**config.mk**
```make
export PLATFORM = sky130hd
export DESIGN_NAME = lrsgd_ctrl
export DESIGN_NICKNAME = d
export VERILOG_FILES = /design/src/rtl/lrsgd_pkg.sv /design/src/rtl/lrsgd_ctrl.sv
export SDC_FILE = /design/constraint.sdc
export NUM_CORES = 1
export LEC_CHECK = 0
export BUFFER_PORTS_ARGS = -buffer_cell sky130_fd_sc_hd__buf_2
export CORE_AREA = 8 8 45 47
export CTS_CLUSTER_SIZE = 40
export DETAILED_ROUTE_END_ITERATION = 8
export DIE_AREA = 0 0 53 55
export GPL_TIMING_DRIVEN = 0
export PLACE_DENSITY = 0.32
export SETUP_SLACK_MARGIN = 0.02
export SLEW_MARGIN = 20
export SYNTH_ARGS = -nofsm -noshare
export SYNTH_HDL_FRONTEND = slang
export SYNTH_SLANG_ARGS = --single-unit
```
**constraint.sdc**
```tcl
create_clock -name clk -period 0.8 [get_ports clk]
set_input_delay 0.04 -clock clk [delete_from_list [all_inputs] [get_ports clk]]
set_output_delay 0.04 -clock clk [all_outputs]
set_load 0.05 [all_outputs]
```
**src/rtl/lrsgd_pkg.sv**
```systemverilog
package lrsgd_pkg;

  // Shared multiplier operand and product widths
  localparam int MUL_A_W = 36;
  localparam int MUL_B_W = 17;
  localparam int MUL_P_W = MUL_A_W + MUL_B_W;

  localparam int ACC_W  = 48;
  localparam int PRED_W = 17;

  localparam logic signed [31:0] ONE_Q16  = 32'sd65536;
  localparam logic [15:0]        LR_RESET = 16'd655;
  localparam logic [16:0]        LABEL_MAX = 17'd65536;

  typedef enum logic [2:0] {
    ST_IDLE,
    ST_ACC,
    ST_LOOK,
    ST_TAB,
    ST_RATE,
    ST_HOLD,
    ST_DMUL,
    ST_UPD
  } st_t;

  typedef enum logic [1:0] {
    MS_FEAT,
    MS_RATE,
    MS_DELTA
  } mul_sel_t;

  // sequencer -> datapath
  typedef struct packed {
    logic     idle;
    mul_sel_t mul_sel;
    logic     acc_en;
    logic     lrerr_en;
    logic     upd_en;
  } ctrl_t;

  // datapath -> sequencer
  typedef struct packed {
    logic in_valid;
    logic last_item;
    logic out_free;
    logic last_w;
  } stat_t;

endpackage

```
**src/rtl/lrsgd_ctrl.sv**
```systemverilog
module lrsgd_ctrl (
  input  logic             clk,
  input  logic             rst_n,
  input  lrsgd_pkg::stat_t stat,
  output lrsgd_pkg::ctrl_t ctl
);
  import lrsgd_pkg::*;

  st_t state_r;
  st_t state_nxt;

  always_ff @(posedge clk) begin
    if (!rst_n) begin
      state_r <= ST_IDLE;
    end else begin
      state_r <= state_nxt;
    end
  end

  always_comb begin
    state_nxt = state_r;
    case (state_r)
      ST_IDLE: if (stat.in_valid) state_nxt = ST_ACC;
      ST_ACC:  state_nxt = stat.last_item ? ST_LOOK : ST_IDLE;
      ST_LOOK: state_nxt = ST_TAB;
      ST_TAB:  state_nxt = ST_RATE;
      ST_RATE: state_nxt = ST_HOLD;
      ST_HOLD: state_nxt = ST_DMUL;
      ST_DMUL: state_nxt = ST_UPD;
      ST_UPD: begin
        if (stat.out_free) begin
          state_nxt = stat.last_w ? ST_IDLE : ST_DMUL;
        end
      end
      default: state_nxt = ST_IDLE;
    endcase
  end

  always_comb begin
    ctl          = '0;
    ctl.mul_sel  = MS_DELTA;
    case (state_r)
      ST_IDLE: begin
        ctl.idle    = 1'b1;
        ctl.mul_sel = MS_FEAT;
      end
      ST_ACC:  ctl.acc_en   = 1'b1;
      ST_RATE: ctl.mul_sel  = MS_RATE;
      ST_HOLD: ctl.lrerr_en = 1'b1;
      ST_UPD:  ctl.upd_en   = stat.out_free;
      default: ctl.mul_sel  = MS_DELTA;
    endcase
  end

endmodule

```
# Word-level counts from Yosys, hierarchy flattened
# Cells that the tools add are included.
dict set report op_classes {
  n_reduce_logical 2
  mux 10
  n_eq_ne 9
}
# cell count
set ops {}
lappend ops {{case mux 3 bit (8 select lines)} 1}
lappend ops {{== test 3 bit, second input constant} 4}
lappend ops {{2-to-1 mux 3 bit} 3}
lappend ops {{== test 3 x 2 -> 1 bit, second input constant} 2}
lappend ops {{2-to-1 mux 1 bit} 4}
lappend ops {{inequality test 2 bit, second input constant} 2}
lappend ops {{case mux 2 bit (2 select lines)} 1}
lappend ops {{== test 3 x 1 -> 1 bit, second input constant} 1}
lappend ops {{logical NOT 3 bit} 1}
lappend ops {{2-to-1 mux 2 bit} 1}
lappend ops {{AND reduction 2 bit} 1}
dict set report totals {
  output_inout_bits 6
  register_bits 3
  in_bits 6
}

# Logic depth before layout (Yosys ltp)
dict set report logic_depth {
  depth_word 3
  depth_mapped 4
}

# Worst setup path before layout
# No wires, ideal clock.
dict set report synth_path {
  path_kind {register -> output}
  from {register state_r[2]}
  to {output ctl[1] (netlist name)}
  n_path_buf 1
  arrival_ns 1.638
  path_slack_ns -0.878
  stages_incl_launch_ff 4
  path_cell_list {dfxtp_1 buf_4 inv_1 nor3b_1}
}
# element line
set synth_rtl {}
lappend synth_rtl {{start, declared} lrsgd_ctrl.sv:9} ;# st_t state_r;
lappend synth_rtl {{start signal, assigned} lrsgd_ctrl.sv:16} ;# state_r <= state_nxt;
lappend synth_rtl {{end, declared} lrsgd_ctrl.sv:5} ;# output lrsgd_pkg::ctrl_t ctl

==> flow_summary.yaml <==
outcome:
  outcome: "finished with violations"
  violations: "setup timing"
layout:
  syn2layout_area_growth_pct: 170.9
  drive_gt1_share_pct: 86.27
  top_register: "state_r"
  fin_cells: 67
  largest_reg_flops: 3
  multiInputGateArea_um2: 196.4
  nNetsFinal: 58
  seqCellArea_um2: 68.82
  n_fill_cell: 138
  antenna_cells: 0
  top_regs: "state_r: 3 flops"
sta:
  grt_setup_unrepaired: "true"
  drv_slew: 0
  setup_ws_ns: -0.3447
  setup_tns_ns: -2.666
  period_needed_ns: 1.145
  finalClockSkew_ns: 0.002154
  hold_slack_ns: 0.03884
  setup_viol: 9
  maxSlewHeadroom_pct: 83.50
  tightest_slew_ns: 0.2492
  final.period_utilization_pct: 143.1
  hold_viol_final: 0
  fmax_mhz: 873.6
floorplanning:
  dieArea_um2: 2915
  core_um2: 1384
  rows: 14
  die_x_um: 53
  pin_count: 12
  start_util_pct: 14.29
  die_height_um: 55
critical_path:
  startpoint_type: "register"
  worstPathMaxFanout: 6
  cp_data_required_time_ns: 0.76
  worstSetupPathType: "reg -> out"
  reg2reg_slack_ns: -0.29
  cp.arrival_ns: 1.10
  endpoint_kind: "output pin"
cts:
  cts_tree: "yes"
  numCtsBuffers: 3
  cts_sinks: 3
  cts-root-buf: "clkbuf_4"
  insertion_delay_ns: 0.23
  cts_htree_levels: 1
  clockBufferDepth: 2
  clkSlewWorstSetupHoldPaths_ns: 0.04
routing:
  routed_wl_um: 753
  viasPerCell: 4.045
  dr_total_vias: 271
  highest_layer: "met3"
  dr_wl_met2_um: 419
  drtIter0Drc: 0
  drc: 0
  ant_nets: 0
  wl_met3_um: 43
  wl_per_cell_um: 11.24
  met1Wirelength_um: 290
  first_pass_iters: 1
place:
  place_congestion: 0.6677
  dpl.cell_count: 51
  place_hpwl_um: 461.7
  port_buffers: 11
global_route:
  grt_pass1_wl_um: 1117
  grt_max_degree: 8
  antenna_found_initial: 0
  track_usage_pct: 5.298
  grt_pass1_vias: 281
  grt_overflow_total: 0
power_and_ir_drop:
  switching_share_pct: 34.62
  power_frac_seq_pct: 22.9
  leakagePower_nw: 0.2374
  irDropWorstVdd_v: 0.0006243
  net-switching-power_mw: 0.2769
  clkPwrFrac_pct: 32.5
  p_int_mw: 0.5230
  combinationalPowerShare_pct: 44.6
  p_per_area_nw_per_um2: 1494
hold_path:
  hp-class: "in -> reg"
yosys:
  synth_seq_cells: 3
  synth_nets: 30
  yosysWarnings: 0
  yosysUniqueCellTypes: 16
  synth-seq-area-share_pct: 30.38
  syn-cell-area_um2: 197.7
  synth_area_per_cell_um2: 8.237
  syn-instance-count: 24
flow_run:
  cap_violations: 0
-- logic make-up after synthesis --
| family | share of synthesized area [%] |
|---|---|
| compound gates | 27.22 |
| buf+inv | 5.696 |
| flops | 30.38 |
| simple gates | 36.71 |
-- through the flow --
step	worst slack, ns	power [mW]	util (%)	cell area (um2)
floorplan	-0.2350	0.3737	-	247.7
global placement	-0.2074	0.4265	23.33	322.8
detailed placement	-0.2100	0.4259	23.33	322.8
CTS	-0.3602	0.7710	34.09	471.7
global route	-0.3930	0.8478	38.70	535.5
finish	-0.3447	0.7999	38.70	535.5
-- synth_stat cells --
library cell | instances | area share, %
or2_4 | 1 | 4.4
dfxtp_1 | 3 | 30
o21a_1 | 1 | 3.8
a21oi_1 | 1 | 2.5
nand2_1 | 2 | 3.8
o21ai_2 | 1 | 4.4
inv_1 | 1 | 1.9
nor3b_1 | 2 | 7.6
nand2b_1 | 1 | 3.2
a41oi_2 | 1 | 8.2
nor2_1 | 5 | 9.5
buf_4 | 1 | 3.8
and3_2 | 1 | 3.8
a21boi_1 | 1 | 3.8
and2_4 | 1 | 4.4
a2bb2oi_1 | 1 | 4.4
-- final cells by class --
class / instances / share of cell area [%]
timing repair buffer: 23 / 37.85
multi-input combinational: 19 / 36.68
tap: 16 / 3.738
inverter: 1 / 1.168
buffer: 1 / 2.804
sequential: 3 / 12.85
clock buffer: 4 / 4.907
-- power groups by stage --
stage / logic [mW] / clock network, mW / registers (mW)
finish: 0.357 / 0.260 / 0.183
global route: 0.378 / 0.284 / 0.186
CTS: 0.315 / 0.276 / 0.180
detailed placement: 0.237 / 0 / 0.189
global placement: 0.236 / 0 / 0.190
floorplan: 0.189 / 0 / 0.185
-- metal layers --
layer | vias to the layer above | global-route usage (%)
li1 | 137 | -
met1 | 129 | 4.249
met2 | 5 | 10.35
met3 | 0 | 1.872
met4 | 0 | 3.879
met5 | - | 0
-- worst paths after layout --
kind,start,cells past startpoint,endpoint
max reg2reg,state_r[2]$_SDFFE_PN0P_,6,state_r[1]$_SDFFE_PN0P_
min,stat[0],2,state_r[2]$_SDFFE_PN0P_
min reg2reg,state_r[0]$_SDFFE_PN0P_,2,state_r[1]$_SDFFE_PN0P_
max,state_r[0]$_SDFFE_PN0P_,3,ctl[3]
-- worst max-delay path, stage by stage (launching register included) --
cell and delay [ns]:
dfxtp_4 0.35, or2_4 0.28, nor2_4 0.10, buf_8 0.15
-- timing repair --
item                                    4_1_cts  5_1_grt
pin swaps                                     9        7
buffers inserted                              8        7
gates cloned                                  0        0
hold buffers                                  0        0
endpoints found under the setup margin        9        9
gates resized for setup                      19        9
-- cells in the final DEF, fill, tap and decap left out --
cell       count
o21ai_2        1
buf_4          7
nor3b_4        2
or2_4          1
nor2_4         4
a21boi_1       1
inv_4          1
a2bb2oi_2      1
a21oi_1        1
and2_4         1
nor2_1         1
a41oi_2        1
clkbuf_4       3
o21a_1         1
dfxtp_4        2
and3_4         1
buf_8          3
clkbuf_1       1
nand2_1        2
nand2b_4       1
dfxtp_2        1
buf_2          6
buf_6          8
Note: power is estimated with default switching activity, not from simulation.
