`src/rtl/lrsgd_pkg.sv`:
```
package lrsgd_pkg;

  // Shared multiplier operand and product widths
  localparam int MUL_A_W = 36;
  localparam int MUL_B_W = 17;
  localparam int MUL_P_W = MUL_A_W + MUL_B_W;

  localparam int ACC_W  = 48;
  localparam int PRED_W = 17;

  localparam logic signed [31:0] ONE_Q16  = 32'sd65536;
  localparam logic [15:0]        LR_RESET = 16'd655;
  localparam logic [16:0]        LABEL_MAX = 17'd65536;

  typedef enum logic [2:0] {
    ST_IDLE,
    ST_ACC,
    ST_LOOK,
    ST_TAB,
    ST_RATE,
    ST_HOLD,
    ST_DMUL,
    ST_UPD
  } st_t;

  typedef enum logic [1:0] {
    MS_FEAT,
    MS_RATE,
    MS_DELTA
  } mul_sel_t;

  // sequencer -> datapath
  typedef struct packed {
    logic     idle;
    mul_sel_t mul_sel;
    logic     acc_en;
    logic     lrerr_en;
    logic     upd_en;
  } ctrl_t;

  // datapath -> sequencer
  typedef struct packed {
    logic in_valid;
    logic last_item;
    logic out_free;
    logic last_w;
  } stat_t;

endpackage

```
`src/rtl/lrsgd_mul.sv`:
```
module lrsgd_mul (
  input  logic                                 clk,
  input  logic signed [lrsgd_pkg::MUL_A_W-1:0] a,
  input  logic signed [lrsgd_pkg::MUL_B_W-1:0] b,
  output logic signed [lrsgd_pkg::MUL_P_W-1:0] prod_r
);
  import lrsgd_pkg::*;

  logic signed [MUL_P_W-1:0] prod_nxt;

  assign prod_nxt = MUL_P_W'(a) * MUL_P_W'(b);

  always_ff @(posedge clk) begin
    prod_r <= prod_nxt;
  end

endmodule

```
`config.mk`:
```
export PLATFORM = sky130hd
export DESIGN_NAME = lrsgd_mul
export DESIGN_NICKNAME = d
export VERILOG_FILES = /design/src/rtl/lrsgd_pkg.sv /design/src/rtl/lrsgd_mul.sv
export SDC_FILE = /design/constraint.sdc
export NUM_CORES = 2
export LEC_CHECK = 0
export BUFFER_PORTS_ARGS = -buffer_cell sky130_fd_sc_hd__clkbuf_2
export CAP_MARGIN = 10
export CORE_MARGIN = 2
export CORE_UTILIZATION = 30
export DETAILED_ROUTE_END_ITERATION = 8
export GPL_TIMING_DRIVEN = 0
export PLACE_DENSITY_LB_ADDON = 0.08
export RECOVER_POWER = 100
export REMOVE_ABC_BUFFERS = 1
export SYNTH_ARGS = -nofsm -noshare
export SYNTH_HDL_FRONTEND = slang
export SYNTH_SLANG_ARGS = --single-unit
```
`constraint.sdc`:
```
create_clock -name clk -period 20.4 [get_ports clk]
set_input_delay 1.02 -clock clk [delete_from_list [all_inputs] [get_ports clk]]
set_output_delay 1.02 -clock clk [all_outputs]
set_load 0.005 [all_outputs]
```
Word-level counts from Yosys, hierarchy flattened:

Index checks and enable logic that the tools add are counted.

* latch bits: 0
* output and inout port bits: 53
* register bits: 53
* bits in read-only memories: 0
* memories kept: 0
* RAM bits: 0
* input bits: 54
* word-level logic and storage cells: 2

* mux-type cells: 0
* reductions and logical operators: 0
* shift operators: 0
* add/sub/neg operators: 0
* bitwise logic cells: 0
* multiply operators: 1
* equal/unequal tests: 0
* order comparisons: 0
* divide/modulo/power cells: 0

Operators by type and width (number)
* 36-bit by 17-bit multiplier with 53-bit output: 1

Depth between registers and ports, before layout:

* word-level depth: 1
* gate-level depth with buffers: 27
* depth with buffers taken out: 24

Worst setup path after synthesis:

No wires, ideal clock.

* path type: input -> register
* start point: input port b[2] in the netlist's numbering
* end point: register prod_r[37] in the netlist's numbering
* buffers on the path: 2
* data required time: 20.275 ns
* slack: 13.309 ns
* cell stages on the path: 23
* setup time: 0.125 ns
* data arrival time: 6.965 ns
* cells stage by stage: clkbuf_1 > clkbuf_1 > nand2_1 > fa_1 > fa_1 > inv_1 > fa_1 > inv_1 > fa_1 > inv_1 > fa_1 > inv_1 > fa_1 > inv_1 > ha_1 > a211oi_2 > nor2_1 > or4_4 > o211ai_2 > a31oi_2 > a311o_1 > o31ai_2 > xnor2_1

* cells in the longest elaborated chain, start to end: 1

RTL lines
* from (decl): line lrsgd_mul.sv:4 `input logic signed [lrsgd_pkg::MUL_B_W-1:0] b,`
* 36-bit by 17-bit multiplier with 53-bit output: line lrsgd_mul.sv:11 `assign prod_nxt = MUL_P_W'(a) * MUL_P_W'(b);`
* net prod_nxt[37]: line lrsgd_mul.sv:9 `logic signed [MUL_P_W-1:0] prod_nxt;`
* to (signal assigned): line lrsgd_mul.sv:14 `prod_r <= prod_nxt;`
* to (decl): line lrsgd_mul.sv:5 `output logic signed [lrsgd_pkg::MUL_P_W-1:0] prod_r`

The timed path passes the listed nets, and every way through them passes these cells.

Worst setup path after layout:

* start point: input port b[2] in the netlist's numbering
* end point: register prod_r[45] in the netlist's numbering

Same word-level chain as after synthesis.

==> results list <==
- Status: finished, violations left
* Failing checks: max-capacitance violations, max-slew violations
- Actual transition at the worst max-transition pin: around 2.5 ns
- In this run the number of H-tree levels came out at 2.
- Launching instance or port of the critical path: b[2]
- Max_cap viols: 2
- The die is 274 microns tall.
- Number of antenna violations at the first check in global routing: 5
* Number of gates resized after cts: 0
* Biggest area consumer among synthesized cells: sky130_fd_sc_hd__fa_1
- Setup violations remaining at the end of the flow were counted as 0.
- Of all nets on the critical path, the largest fanout is 36.
- Share of flip-flops with an asynchronous set or reset: 0
- Ranked by total cell area, the synthesized netlist is headed by sky130_fd_sc_hd__fa_1 53%, sky130_fd_sc_hd__inv_1 10%, sky130_fd_sc_hd__and2_1 7.6%.
* Global-route wire length before repair: just over 100000 microns
- Syn Inst Count: roughly 2400
* Weighted congestion reported at the end of routability-driven placement: 0.825
- Worst hold slack: roughly 1.4 ns
- Global-route congestion overflow total: 0
- Total via count in the routed design: around 15000
- Data on the critical path arrives at its endpoint at slightly below 10 ns.
- In this run, synthesis inferred 0 flip-flops with an integrated enable.
- Unrepaired setup endpoints after global routing: false
- Post-route cell area: around 23000 sq um
* Dpl cell area: roughly 23000 sq um
* CTS tree: yes
* Capturing element type of the critical path: register
* Synth Register Bits: 53
* Clock Tree Buf Depth: 2
- Number of buffers inserted during clock tree synthesis: 5
- Sequential area share after synthesis: 0.0486
* Routed wire length per instance: ~19 microns
- DIE AREA: 74900 sq um
- Area share of the leading cell type in the synthesized netlist: 0.533
* Maximum operating frequency: about 100 MHz
* Area growth, synth to finish: 6.40%
- After detailed routing, the number of remaining DRC violations is 0.
* Number of I/O pins: ~110
* Mapped cell area: 21800 sq um
* Effective utilization at floorplan: 0.304
- After clock tree synthesis, the clock-pin slew on the worst setup and hold paths is 0.08 ns.
- Largest net degree at the start of global routing: 37
* Synth cell types: between 50 and 60
* Slew HR: -0.695
- Number of design-rule violations left by the first detailed-router iteration: around 590
* Post-DR vias/cell: approximately 4.6
* Element type at the critical path start: primary input
* Quantity of hold-fixing buffers added after cts: 0
* Largest registers: prod_r x53
- Ratio of final minimum period to clock period: 0.474
* Vias in the first global route: roughly 17000
* Number of clock sinks seen by CTS: 53
- Warnings from Yosys: 0
- Largest register FFs: 53
- Post-CTS setup repair buffer count: 0
- The count of nets left with antenna violations once routing finished came out at 0.
- The number of pins with negative max-slew slack in the final report is 74.
* Proportion of layout cells with a drive suffix above 1: 0.0357
- In the synthesized netlist the dominant register cell turns out to be sky130_fd_sc_hd__dfxtp_1.
- The tightest min-delay check is of the primary input to register type.
* Required time at the worst-slack endpoint: between 20 and 25 ns
- The hold violation total from the final report was 0.
* Die Width: between 200 and 300 microns
* Detailed Routing Iterations Pass 1: 6
- Fin nets: about 3100
- More flip-flops sit in one register than any other, and that register is prod_r.
- Clock tree synthesis selected as its root buffer the cell sky130_fd_sc_hd__clkbuf_16.
* Detailed-placement wirelength estimate: 50200 microns
- Sum of routed wire length over all layers: 63900 microns
- Adding up every negative setup slack in the final design gives 0 ns.
- Area of the core: 71700 sq um
* Overall Global Routing Usage: 0.179
- After floorplanning, the core was divided into ~100 placement rows.
- Averaged over all synthesized cells, the footprint is slightly above 9 sq um.
- The most critical setup path has its endpoint at prod_r[45]$_DFF_P_.
- Count of buffers inserted at the top-level ports: 106
- After layout, the minimum clock period comes to 9.66 ns.
- The critical path is of the primary input to register type.
==> cells in the mapped netlist, types with 7 or more instances <==
cell type,n
sky130_fd_sc_hd__xnor2_1,43
sky130_fd_sc_hd__nand3_1,8
sky130_fd_sc_hd__o21ai_0,29
sky130_fd_sc_hd__a21oi_1,54
sky130_fd_sc_hd__clkbuf_1,108
sky130_fd_sc_hd__xor2_1,12
sky130_fd_sc_hd__fa_1,581
sky130_fd_sc_hd__nor3_1,8
sky130_fd_sc_hd__ha_1,123
sky130_fd_sc_hd__nand2b_1,13
sky130_fd_sc_hd__nand2_1,340
sky130_fd_sc_hd__and2_1,264
sky130_fd_sc_hd__nor2b_1,7
sky130_fd_sc_hd__a21o_1,19
sky130_fd_sc_hd__nor2_1,55
sky130_fd_sc_hd__nand4_1,12
sky130_fd_sc_hd__dfxtp_1,53
sky130_fd_sc_hd__inv_1,580
sky130_fd_sc_hd__o21bai_1,8
==> worst min-delay path by stage <==
| stage | startpoint | endpoint | slack [ns] | depth (start not counted) |
|---|---|---|---|---|
| final | a[0] | prod_r[0]$_DFF_P_ | 1.36 | 2 |
| after global routing | a[0] | prod_r[0]$_DFF_P_ | 1.37 | 2 |
| after global placement | prod_r[32]$_DFF_P_ | prod_r[32] | 1.39 | 1 |
| after CTS | a[0] | prod_r[0]$_DFF_P_ | 1.35 | 2 |
| after floorplan | b[0] | prod_r[0]$_DFF_P_ | 1.14 | 1 |
| after detailed placement | prod_r[0]$_DFF_P_ | prod_r[0] | 1.39 | 1 |
==> per-stage QoR <==
stage	cells	util	worst slack [ns]
after global routing	3334	0.324	10.22
after global placement	3325	0.323	11.39
final	3336	0.324	10.74
after floorplan	2269	-	13.68
after CTS	3333	0.325	11.98
after detailed placement	3325	0.323	11.65
==> per-layer routing <==
layer  global-route usage  vias to the layer above  share of wire
met1                0.237                     8030           0.44
met3               0.0131                       74          0.023
met2                0.321                      240           0.52
met4               0.0388                        0          0.020
li1                     -                     6855              -
met5                    0                        -              0
==> kinds of logic (layout without fill, tap and decap cells) <==
family,count (synthesis),in the layout,share of synthesized area
compound gates,151,151,0.0445
flops,53,53,0.0486
xor+xnor,55,55,0.0221
other cells,0,3,0
buf+inv,689,694,0.119
simple gates,726,726,0.163
fa+ha+maj,704,704,0.603
==> critical path, cell delays in order <==
cell	delay (ns)
sky130_fd_sc_hd__clkbuf_1	1.76
sky130_fd_sc_hd__nand2_1	0.24
sky130_fd_sc_hd__fa_1	0.61
sky130_fd_sc_hd__fa_1	0.57
sky130_fd_sc_hd__inv_1	0.06
sky130_fd_sc_hd__fa_1	0.50
sky130_fd_sc_hd__inv_1	0.05
sky130_fd_sc_hd__fa_1	0.54
sky130_fd_sc_hd__inv_1	0.05
sky130_fd_sc_hd__fa_1	0.49
sky130_fd_sc_hd__inv_1	0.06
sky130_fd_sc_hd__fa_1	0.47
sky130_fd_sc_hd__inv_1	0.04
sky130_fd_sc_hd__ha_1	0.36
sky130_fd_sc_hd__nand4_1	0.15
sky130_fd_sc_hd__a211oi_1	0.55
sky130_fd_sc_hd__o211ai_1	0.24
sky130_fd_sc_hd__a31oi_1	0.86
sky130_fd_sc_hd__a311oi_1	0.28
sky130_fd_sc_hd__o21ai_0	0.56
sky130_fd_sc_hd__a21oi_1	0.16
sky130_fd_sc_hd__xnor2_1	0.23
==> cells in the final DEF, fill, tap and decap left out, types with 5 or more instances in the layout <==
cell type | Yosys | final
sky130_fd_sc_hd__a211oi_1 | 4 | 5
sky130_fd_sc_hd__a21o_1 | 19 | 19
sky130_fd_sc_hd__a21oi_1 | 54 | 54
sky130_fd_sc_hd__and2_0 | 0 | 6
sky130_fd_sc_hd__and2_1 | 264 | 258
sky130_fd_sc_hd__and3_1 | 5 | 5
sky130_fd_sc_hd__clkbuf_1 | 108 | 31
sky130_fd_sc_hd__clkbuf_16 | 0 | 5
sky130_fd_sc_hd__clkbuf_2 | 0 | 75
sky130_fd_sc_hd__dfxtp_1 | 53 | 53
sky130_fd_sc_hd__fa_1 | 581 | 581
sky130_fd_sc_hd__ha_1 | 123 | 123
sky130_fd_sc_hd__inv_1 | 580 | 579
sky130_fd_sc_hd__nand2_1 | 340 | 340
sky130_fd_sc_hd__nand2b_1 | 13 | 13
sky130_fd_sc_hd__nand3_1 | 8 | 8
sky130_fd_sc_hd__nand4_1 | 12 | 12
sky130_fd_sc_hd__nor2_1 | 55 | 55
sky130_fd_sc_hd__nor2b_1 | 7 | 7
sky130_fd_sc_hd__nor3_1 | 8 | 8
sky130_fd_sc_hd__o21a_1 | 6 | 6
sky130_fd_sc_hd__o21ai_0 | 29 | 32
sky130_fd_sc_hd__o21bai_1 | 8 | 8
sky130_fd_sc_hd__xnor2_1 | 43 | 43
sky130_fd_sc_hd__xor2_1 | 12 | 12
==> cell type report <==
type | count | area, sq um
clock inverter | 3 | 26.3
inverter | 580 | 2180
multi-input combinational | 1636 | 18100
sequential | 53 | 1060
tap | 950 | 1190
antenna | 3 | 7.51
fill | 7590 | 48500
timing repair buffer | 106 | 492
clock buffer | 5 | 125
Power is not shown: default switching activity piles up to over one toggle a cycle in this logic, so the estimate is an artifact.
